**config.mk**
```make
export PLATFORM = sky130hd
export DESIGN_NAME = fault_latch_lamp_controller
export DESIGN_NICKNAME = d
export VERILOG_FILES = /design/src/fllc_pkg.sv /design/src/fault_latch_lamp_controller.sv
export SDC_FILE = /design/constraint.sdc
export NUM_CORES = 1
export LEC_CHECK = 0
export BUFFER_PORTS_ARGS = -buffer_cell sky130_fd_sc_hd__clkbuf_2
export CAP_MARGIN = 10
export CORE_ASPECT_RATIO = 1.25
export CORE_UTILIZATION = 55
export CTS_BUF_LIST = sky130_fd_sc_hd__clkbuf_8
export CTS_CLUSTER_SIZE = 12
export DETAILED_ROUTE_END_ITERATION = 7
export GPL_TIMING_DRIVEN = 0
export PLACE_DENSITY = 0.78
export SLEW_MARGIN = 0
export SYNTH_ARGS = -nofsm -noshare
export SYNTH_HDL_FRONTEND = slang
export SYNTH_SLANG_ARGS = --single-unit
```
**constraint.sdc**
```tcl
create_clock -name clk -period 6.75 [get_ports clk]
set_clock_uncertainty 0.2 [all_clocks]
set_input_delay 1.0125 -clock clk [delete_from_list [all_inputs] [get_ports clk]]
set_output_delay 1.0125 -clock clk [all_outputs]
set_load 0.02 [all_outputs]
```
**src/fllc_pkg.sv**
```systemverilog
// Shared constants, types and helper functions for the fault latch lamp controller.
package fllc_pkg;

  // Number of fault bits that are latched.
  localparam int FAULT_BITS = 8;
  localparam int COUNT_W    = $clog2(FAULT_BITS + 1);
  localparam int OP_W       = 3;
  localparam int PERIOD_W   = 16;
  localparam int PATTERN_W  = 2;
  localparam int CFG_IDX_W  = 2;
  localparam int CFG_DATA_W = 16;

  typedef logic [FAULT_BITS-1:0] fault_mask_t;
  typedef logic [COUNT_W-1:0]    fault_count_t;
  typedef logic [OP_W-1:0]       op_code_t;
  typedef logic [PERIOD_W-1:0]   period_t;
  typedef logic [PATTERN_W-1:0]  pattern_t;
  typedef logic [CFG_IDX_W-1:0]  cfg_index_t;
  typedef logic [CFG_DATA_W-1:0] cfg_data_t;

  // Operation codes of an input word.
  localparam op_code_t OP_SET       = 3'd0;
  localparam op_code_t OP_CLEAR     = 3'd1;
  localparam op_code_t OP_ACK       = 3'd2;
  localparam op_code_t OP_CLEAR_ALL = 3'd3;
  localparam op_code_t OP_TICK      = 3'd4;

  // Lamp patterns.
  localparam pattern_t PAT_OFF   = 2'd0;
  localparam pattern_t PAT_SOLID = 2'd1;
  localparam pattern_t PAT_SLOW  = 2'd2;
  localparam pattern_t PAT_FAST  = 2'd3;

  // Configuration register indexes.
  localparam cfg_index_t CFG_CRITICAL_MASK = 2'd0;
  localparam cfg_index_t CFG_SLOW_PERIOD   = 2'd1;
  localparam cfg_index_t CFG_FAST_PERIOD   = 2'd2;

  // Reset values of the blink periods in milliseconds.
  localparam period_t SLOW_PERIOD_RESET = 16'd2000;
  localparam period_t FAST_PERIOD_RESET = 16'd500;
  localparam period_t SINCE_MAX         = '1;

  // Number of set bits in a fault mask.
  function automatic fault_count_t count_faults(input fault_mask_t mask);
    fault_count_t n;
    n = '0;
    for (int i = 0; i < FAULT_BITS; i++) begin
      n = n + fault_count_t'(mask[i]);
    end
    return n;
  endfunction

  // Lamp pattern chosen from the fault masks.
  function automatic pattern_t choose_pattern(input fault_mask_t active,
                                              input fault_mask_t acked,
                                              input fault_mask_t critical);
    fault_mask_t unacked;
    pattern_t    pat;
    unacked = active & ~acked;
    if (active == '0) begin
      pat = PAT_OFF;
    end else if ((active & critical) != '0) begin
      pat = PAT_FAST;
    end else if (unacked != '0 && count_faults(unacked) == fault_count_t'(1)) begin
      pat = PAT_SOLID;
    end else begin
      pat = PAT_SLOW;
    end
    return pat;
  endfunction

endpackage

```
**src/fault_latch_lamp_controller.sv**
```systemverilog
// Top level of the fault latch lamp controller: input register, update logic, result register.
//
// Every input word (set, clear, acknowledge, clear all or a one-millisecond tick) yields
// exactly one result word reporting the lamp level, stable LED, pattern, fault masks and
// counts after that word. The block takes one word per cycle while the input is not stalled:
// a word waits in the input register, its fault and lamp state update is one short pass of
// logic, and the result register holds it until taken. A word accepted into the input
// register has its result loaded into the result register once it is free or being emptied.
// The input stalls only while both the input register and the result register are occupied
// and the result is stalled. Configuration writes are registered and should be made while
// no word is in flight.
module fault_latch_lamp_controller (
  input  logic                     clk,
  input  logic                     rst,
  // Configuration write port.
  input  logic                     cfg_write,
  input  fllc_pkg::cfg_index_t     cfg_index,
  input  fllc_pkg::cfg_data_t      cfg_data,
  // Input channel.
  input  logic                     in_valid,
  output logic                     in_stall,
  input  fllc_pkg::op_code_t       op,
  input  fllc_pkg::fault_mask_t    fault_bits,
  // Result channel.
  output logic                     out_valid,
  input  logic                     out_stall,
  output logic                     lamp_on,
  output logic                     stable_led_on,
  output fllc_pkg::pattern_t       pattern,
  output fllc_pkg::fault_mask_t    active_faults,
  output fllc_pkg::fault_mask_t    acked_faults,
  output fllc_pkg::fault_count_t   active_count,
  output fllc_pkg::fault_count_t   unacked_count,
  output logic                     lamp_changed
);
  import fllc_pkg::*;

  // Configuration registers.
  fault_mask_t critical_mask;
  period_t     slow_period_ms;
  period_t     fast_period_ms;

  // Input register.
  logic        s1_valid;
  op_code_t    s1_op;
  fault_mask_t s1_bits;

  // Controller state.
  fault_mask_t active_mask, active_mask_next;
  fault_mask_t ack_mask, ack_mask_next;
  logic        lamp_level, lamp_level_next;
  logic        stable_level, stable_level_next;
  period_t     since_toggle_ms, since_toggle_ms_next;

  logic        advance;
  logic        do_refresh;
  period_t     since_counted;
  period_t     period;
  pattern_t    pattern_next;

  // The input register moves on when the result register is free or being emptied.
  assign advance  = s1_valid && (!out_valid || !out_stall);
  assign in_stall = s1_valid && !advance;

  // Configuration writes.
  always_ff @(posedge clk) begin
    if (rst) begin
      critical_mask  <= '0;
      slow_period_ms <= SLOW_PERIOD_RESET;
      fast_period_ms <= FAST_PERIOD_RESET;
    end else if (cfg_write) begin
      case (cfg_index)
        CFG_CRITICAL_MASK: critical_mask  <= cfg_data[FAULT_BITS-1:0];
        CFG_SLOW_PERIOD:   slow_period_ms <= cfg_data[PERIOD_W-1:0];
        CFG_FAST_PERIOD:   fast_period_ms <= cfg_data[PERIOD_W-1:0];
        default: ;
      endcase
    end
  end

  // Input register capture.
  always_ff @(posedge clk) begin
    if (rst) begin
      s1_valid <= 1'b0;
    end else if (!in_stall) begin
      s1_valid <= in_valid;
    end
  end

  always_ff @(posedge clk) begin
    if (!in_stall && in_valid) begin
      s1_op   <= op;
      s1_bits <= fault_bits;
    end
  end

  // Mask update for the word in the input register.
  always_comb begin
    active_mask_next = active_mask;
    ack_mask_next    = ack_mask;
    since_counted    = since_toggle_ms;
    do_refresh       = 1'b0;
    case (s1_op)
      OP_SET: begin
        active_mask_next = active_mask | s1_bits;
        do_refresh       = 1'b1;
      end
      OP_CLEAR: begin
        if ((active_mask & s1_bits) != '0) begin
          active_mask_next = active_mask & ~s1_bits;
          ack_mask_next    = ack_mask & ~s1_bits;
          do_refresh       = 1'b1;
        end
      end
      OP_ACK: begin
        if ((active_mask & s1_bits) != '0) begin
          ack_mask_next = ack_mask | (s1_bits & active_mask);
          do_refresh    = 1'b1;
        end
      end
      OP_CLEAR_ALL: begin
        if (active_mask != '0) begin
          active_mask_next = '0;
          ack_mask_next    = '0;
          do_refresh       = 1'b1;
        end
      end
      OP_TICK: begin
        if (since_toggle_ms != SINCE_MAX) begin
          since_counted = since_toggle_ms + period_t'(1);
        end
        do_refresh = 1'b1;
      end
      default: ;
    endcase
  end

  // Indicator refresh from the updated masks.
  always_comb begin
    pattern_next         = choose_pattern(active_mask_next, ack_mask_next, critical_mask);
    period               = (pattern_next == PAT_SLOW) ? slow_period_ms : fast_period_ms;
    lamp_level_next      = lamp_level;
    stable_level_next    = stable_level;
    since_toggle_ms_next = since_counted;
    if (do_refresh) begin
      stable_level_next = (active_mask_next == '0);
      case (pattern_next)
        PAT_OFF:   lamp_level_next = 1'b0;
        PAT_SOLID: lamp_level_next = 1'b1;
        default: begin
          if (since_counted >= period) begin
            lamp_level_next      = !lamp_level;
            since_toggle_ms_next = '0;
          end
        end
      endcase
    end
  end

  // State update.
  always_ff @(posedge clk) begin
    if (rst) begin
      active_mask     <= '0;
      ack_mask        <= '0;
      lamp_level      <= 1'b0;
      stable_level    <= 1'b0;
      since_toggle_ms <= '0;
    end else if (advance) begin
      active_mask     <= active_mask_next;
      ack_mask        <= ack_mask_next;
      lamp_level      <= lamp_level_next;
      stable_level    <= stable_level_next;
      since_toggle_ms <= since_toggle_ms_next;
    end
  end

  // Result register valid.
  always_ff @(posedge clk) begin
    if (rst) begin
      out_valid <= 1'b0;
    end else if (advance) begin
      out_valid <= 1'b1;
    end else if (!out_stall) begin
      out_valid <= 1'b0;
    end
  end

  // Result register payload.
  always_ff @(posedge clk) begin
    if (advance) begin
      lamp_on       <= lamp_level_next;
      stable_led_on <= stable_level_next;
      pattern       <= pattern_next;
      active_faults <= active_mask_next;
      acked_faults  <= ack_mask_next;
      active_count  <= count_faults(active_mask_next);
      unacked_count <= count_faults(active_mask_next & ~ack_mask_next);
      lamp_changed  <= (lamp_level_next != lamp_level);
    end
  end

endmodule
```
# Word-level counts from Yosys, hierarchy flattened
# Cells that the tools add are included.
# W data, S select, Z words.
# totals
register_bits	116
in_bits	34
wordCells	106
# classes
n_addsub	15
order_cmp	1
eq_ne	12
muxes	25
bitwise_logic	9
reduce_logical	24
# op_table
cell	n
$mux W16	6
$pmux W8 S3	2
$and A8 B8 Y8	5
$mux W8	5
$add A4 B1 Y4	8
$reduce_bool A8 Y1	4
$add A16 B1 Y16 const B	1
$ge A16 B16 Y1	1
$ne A16 B16 Y1 const B	1
$not A8 Y8	2
$or A8 B8 Y8	2
$add A3 B1 Y4	2
$logic_not A8 Y1	1
$mux W1	7
$add A2 B1 Y3	2
$eq A3 B2 Y1 const B	2
$mux W2	3
$reduce_and A2 Y1	3
$reduce_or A2 Y1	3
$logic_not A1 Y1	5
$add A1 B1 Y2	2
$eq A2 B1 Y1 const B	2
$eq A2 B2 Y1 const B	2
$eq A4 B1 Y1 const B	1
10 further kinds	14

# Depth between registers and ports, before layout
# depth
depth_word	25
depth_mapped	28
depth_no_buf	27

# Worst setup path after synthesis
# OpenSTA, ideal clock, no wires.
# synth_path
path_type	register -> register
from	register s1_op[2]
to	register lamp_changed (data pin)
setup_ns	0.259
t_arrival_ns	6.275
required_time_ns	6.291
setup_slack_ns	0.017
stages_incl_launch_ff	28
path_buffers	2
cell_sequence	edfxtp_1 -> buf_2 -> nor2_1 -> o211a_1 -> nand2_1 -> a31oi_1 -> nand2_1 -> fa_1 -> fa_1 -> fa_1 -> inv_1 -> ha_1 -> inv_1 -> fa_1 -> xnor2_1 -> nand4b_1 -> a21oi_1 -> nor3_4 -> buf_4 -> mux2i_1 -> ha_1 -> a21o_1 -> a2111oi_0 -> o21ai_0 -> a211oi_1 -> nor2_1 -> o21ai_0 -> a21oi_1
# synth_between
elab_chain_cells	23
elab_cells_between_ends	38
cone_classes	add/sub (7); order compare (1); eq/ne (8); mux (11); bitwise (3); reduce/logical (8)
# synth_rtl
item	line_no	text
from (decl)	fault_latch_lamp_controller.sv:45	op_code_t s1_op;
from (signal assigned)	fault_latch_lamp_controller.sv:92	s1_op <= op;
$eq A3 B2 Y1 or $eq A3 B1 Y1 (tied branches)	fault_latch_lamp_controller.sv:103	case (s1_op)
$pmux W8 S3	fault_latch_lamp_controller.sv:103	
$not A8 Y8	fllc_pkg.sv:60	unacked = active & ~acked;
$and A8 B8 Y8	fllc_pkg.sv:60	
$add A1 B1 Y2	fllc_pkg.sv:49	n = n + fault_count_t'(mask[i]);
$add A2 B1 Y3	fllc_pkg.sv:49	
$add A3 B1 Y4	fllc_pkg.sv:49	
$add A4 B1 Y4 (4 in a row)	fllc_pkg.sv:49	
(+4 left out)	--	
$mux W2	fllc_pkg.sv:61	if (active == '0) begin
$eq A2 B2 Y1	fault_latch_lamp_controller.sv:141	period = (pattern_next == PAT_SLOW) ? slow_period_ms : fast_period_ms;
$mux W16	fault_latch_lamp_controller.sv:141	
$ge A16 B16 Y1	fault_latch_lamp_controller.sv:151	if (since_counted >= period) begin
$mux W1	fault_latch_lamp_controller.sv:151	
$pmux W1 S2	fault_latch_lamp_controller.sv:147	case (pattern_next)
$mux W1 *	fault_latch_lamp_controller.sv:145	if (do_refresh) begin
$ne A1 B1 Y1 *	fault_latch_lamp_controller.sv:198	lamp_changed <= (lamp_level_next != lamp_level);
to (signal assigned)	fault_latch_lamp_controller.sv:198	
to (decl)	fault_latch_lamp_controller.sv:34	output logic lamp_changed
# Mark *: on every way between the ends. The rest lies on a longest branch, timed or not.
# A chain may end at the register's enable or synchronous reset.

# Worst setup path after layout
# layout_path
from	register s1_bits[3]
to	register lamp_changed (data pin)
# layout_between
elab_chain_cells	25
elab_cells_between_ends	41
cone_classes	add/sub (7); order compare (1); eq/ne (4); mux (14); bitwise (9); reduce/logical (6)
# layout_rtl
item	line_no	text
from (decl)	fault_latch_lamp_controller.sv:46	fault_mask_t s1_bits;
from (signal assigned)	fault_latch_lamp_controller.sv:93	s1_bits <= fault_bits;
$and A8 B8 Y8	fault_latch_lamp_controller.sv:109, fault_latch_lamp_controller.sv:116, fault_latch_lamp_controller.sv:117	
$reduce_bool A8 Y1	fault_latch_lamp_controller.sv:109, fault_latch_lamp_controller.sv:116	
$mux W8, on equally long branches	fault_latch_lamp_controller.sv:116, fault_latch_lamp_controller.sv:109	
$pmux W8 S3	fault_latch_lamp_controller.sv:103	
$not A8 Y8	fllc_pkg.sv:60	
$and A8 B8 Y8	fllc_pkg.sv:60	
$add A1 B1 Y2	fllc_pkg.sv:49	
$add A2 B1 Y3	fllc_pkg.sv:49	
(+9 left out)	--	
$mux W2	fllc_pkg.sv:61	
$eq A2 B2 Y1	fault_latch_lamp_controller.sv:141	
$mux W16	fault_latch_lamp_controller.sv:141	
$ge A16 B16 Y1	fault_latch_lamp_controller.sv:151	
$mux W1	fault_latch_lamp_controller.sv:151	
$pmux W1 S2	fault_latch_lamp_controller.sv:147	
$mux W1 *	fault_latch_lamp_controller.sv:145	
$ne A1 B1 Y1 *	fault_latch_lamp_controller.sv:198	
# Marks and branches as above.

==> key figures <==
Drt
  • Post-route ant nets: 0
  • WL/cell: 18.3 um
  • DRC violations left: 0
  • Iter 0 DRT Violations: approximately 500
  • Via count: about 5,600
  • Drt pass-1 iters: 5
  • Total wire length: 17.0 mm
  • Routed vias/inst: 6.00

GRT
  • GR met1 Demand/Resource: 35.4%
  • Initial antenna violation count: 0
  • Grt total ovfl: 0
  • Vias in the first global route: about 5,200
  • First-pass GRT wire length: roughly 26 mm
  • GRT busiest layer: met2
  • GRT Overall Usage: between 30% and 40%
  • Routing usage on met3: 6.26%
  • Global routing usage on met2: between 50% and 60%
  • Largest net degree at the start of global routing: 39

Final layout
  • Sequential Area: about 2700 um^2
  • Fin nets: approximately 850
  • Fill cells: 800
  • Multi-input combinational cell area: between 3000 and 4000 um^2
  • Area growth from synthesis to layout: 25.6%
  • Share of layout cells above drive strength 1: 27.0%
  • Diode count: 0

Timing
  • Slew margin rel.: 37.5%
  • # setup viols final: 0
  • Worst-Margin Slew: 0.936 ns
  • Max Freq: between 100 and 150 MHz
  • Max Slew Vio Count: 0
  • Fin worst setup slack: a little under 0.003 ns
  • Period utilization: roughly 100%
  • Minimum clock period: ~6.7 ns
  • Post-route setup TNS: 0 ns
  • RSZ-0062 raised after global routing: true
  • Final hold vios: 0

Synth
  • Count leader, synth: nand2_1
  • Cell variety after synth: 62
  • Synthesized cell area: between 6000 and 7000 um^2
  • EDFF count, synth: 40
  • XOR/XNOR Fraction of Synth Area: 1.88%
  • #FFs+latches synth: between 100 and 150
  • Largest family of logic cells by synthesized area: simple AND/OR/NAND/NOR gates
  • Yosys warns: 0
  • Dominant cell type by area after synthesis: dfxtp_1
  • Adder-cell share of the synthesized area: between 7 and 8%
  • Synth Area in Compound Gates: 15.9%
  • Seq/Total Area, Yosys: between 40% and 50%
  • Mux cell area share after synthesis: about 4.7%
  • Top cell type's share of synthesized area: between 20% and 30%
  • Async set or reset register ratio after synthesis: 0%
  • Synth Area in Simple Gates: around a fifth
  • Syn Area/Cell: 9.27 um^2
  • Top cells by area, synth: dfxtp_1, edfxtp_1, nand2_1
  • Most frequent cells after synthesis: nand2_1, dfxtp_1, a21oi_1, nor2_1, edfxtp_1
  • Syn Nets: 721
  • Cells after Synth: approximately 650
  • Most common flop cell mapped by yosys: dfxtp_1

Clock network
  • # H-tree levels: 4
  • CTS tree: yes
  • Later-pin clock latency in the skew report: about 0.44 ns
  • Hold buffers post-CTS: 0
  • Clock buffer count from CTS: 17
  • Clock-pin slew on the worst setup and hold paths: 0.07 ns
  • Max Buffers Root-to-Sink: 2
  • CTS Root Cell: clkbuf_8
  • Sink Count: 116

Power and ir drop
  • Maximum VDD drop: ~0.00016 V
  • LEAKAGE: 3.24 nW
  • Power per Cell Area: 268 nW/um^2

Die
  • Starting density of the core: between 50% and 60%
  • Die height: approximately 120 um
  • Floorplan core area: 10,700 um^2
  • Die X-Extent: 95.9 um
  • Die area: 11,400 um^2
  • Rows: 42
  • I/O pins: 65

Run status
  • Status: finished clean

Critical path
  • Worst path most repeated cell: fa_1
  • Crit path max fanout: 5
  • Worst path required time: a little under 7 ns
  • Crit end category: flop
  • CP arrival: between 6 and 7 ns
  • Slowest CP cell: fa_1
  • Setup crit start kind: flop
  • Max incr delay on CP: between 0.5 and 0.6 ns
  • Critical path class: flop to flop

Placement
  • Routability cong.: around 0.94
  • Pre-CTS setup slack: -1.21 ns
  • PortBufs: 63
  • DP HPWL: 11.4 mm

Run
  • Max-Cap Viols: 0

Worst hold path
  • Hold Path Class: flop to flop
routing by layer:
layer  wire [um]  vias up
li1            -     2579
met1        6530     2615
met2        8560      297
met3        1200       64
met4         700        0
met5           0        -
area by class of cell:
| type | instances | share of cell area, % |
|---|---|---|
| clock buffer | 18 | 3.25 |
| tap | 132 | 2.17 |
| multi-input combinational | 477 | 44.1 |
| sequential | 116 | 35.9 |
| timing repair buffer | 108 | 8.65 |
| clock inverter | 14 | 2.22 |
| inverter | 33 | 1.63 |
| buffer | 28 | 2.07 |
cell families (layout without fill, tap and decap cells):
group           Yosys count  in the layout
flops                   116            116
xor+xnor                 13             13
simple gates            264            264
fa+ha+maj                33             33
buf+inv                  61            201
compound gates          139            139
mux                      28             28
cells in the final DEF, fill, tap and decap left out, types with 14 or more instances in the layout:
| master | Yosys | routed |
|---|---|---|
| nor2_1 | 46 | 42 |
| edfxtp_1 | 40 | 40 |
| nand3_1 | 28 | 28 |
| clkbuf_1 | 17 | 15 |
| mux2i_1 | 26 | 18 |
| o21ai_0 | 17 | 15 |
| nand2_1 | 117 | 111 |
| inv_1 | 32 | 31 |
| dfxtp_1 | 76 | 68 |
| clkbuf_8 | 0 | 18 |
| a21oi_1 | 46 | 41 |
| buf_4 | 3 | 43 |
| clkbuf_2 | 0 | 66 |
| a22o_1 | 14 | 14 |
| ha_1 | 25 | 21 |
worst paths after layout:
check	from	end	slack, ns	cells past startpoint
max	s1_bits[3]	lamp_changed	0.003	28
min	slow_period_ms[14]	slow_period_ms[14]	0.26	2
max reg2reg	s1_bits[3]	lamp_changed	0.003	28
min reg2reg	slow_period_ms[14]	slow_period_ms[14]	0.26	2
critical path, delay by kind of cell, from the launching register on:
| family | cells | cell delay (ns) |
|---|---|---|
| AO/OA/AOI/OAI | 8 | 1.40 |
| XOR/XNOR | 1 | 0.15 |
| adder cells (fa/ha/maj) | 6 | 2.32 |
| buffers and inverters | 4 | 0.48 |
| flip-flops | 1 | 0.48 |
| multiplexers | 1 | 0.28 |
| AND/OR/NAND/NOR | 8 | 1.17 |
flip-flops by register name (all words and copies together) (netlist names):
register         flops
slow_period_ms      16
out_valid            1
stable_level         1
since_toggle_ms     16
active_count         4
pattern              2
unacked_count        4
lamp_level           1
critical_mask        8
fast_period_ms      16
s1_valid             1
s1_bits              8
lamp_on              1
stable_led_on        1
ack_mask             8
acked_faults         8
s1_op                3
lamp_changed         1
active_mask          8
active_faults        8
power breakdown:
group / total (mW) / internal (mW) / switching (mW)
combinational: 0.552 / 0.249 / 0.303
sequential: 0.798 / 0.771 / 0.0270
clock: 0.692 / 0.404 / 0.288
through the flow:
| step | util [%] | hold WS (ns) | instances | power [mW] | cell area, um^2 |
|---|---|---|---|---|---|
| after CTS | 68.4 | 0.257 | 903 | 1.96 | 7290 |
| after detailed placement | 61.3 | 0.248 | 849 | 1.20 | 6540 |
| final | 71.4 | 0.260 | 926 | 2.04 | 7610 |
| after global routing | 71.4 | 0.278 | 926 | 2.12 | 7610 |
| after floorplan | - | 0.233 | 654 | 1.08 | 6060 |
| after global placement | 61.3 | 0.241 | 849 | 1.18 | 6540 |
timing repair:
item | 4_1_cts | 5_1_grt
pin swaps | 12 | 29
endpoints found under the setup margin | 19 | 19
resized for setup | 45 | 33
buffers inserted | 22 | 23
cloned | 0 | 0
Power figures use the tool's default switching activity.
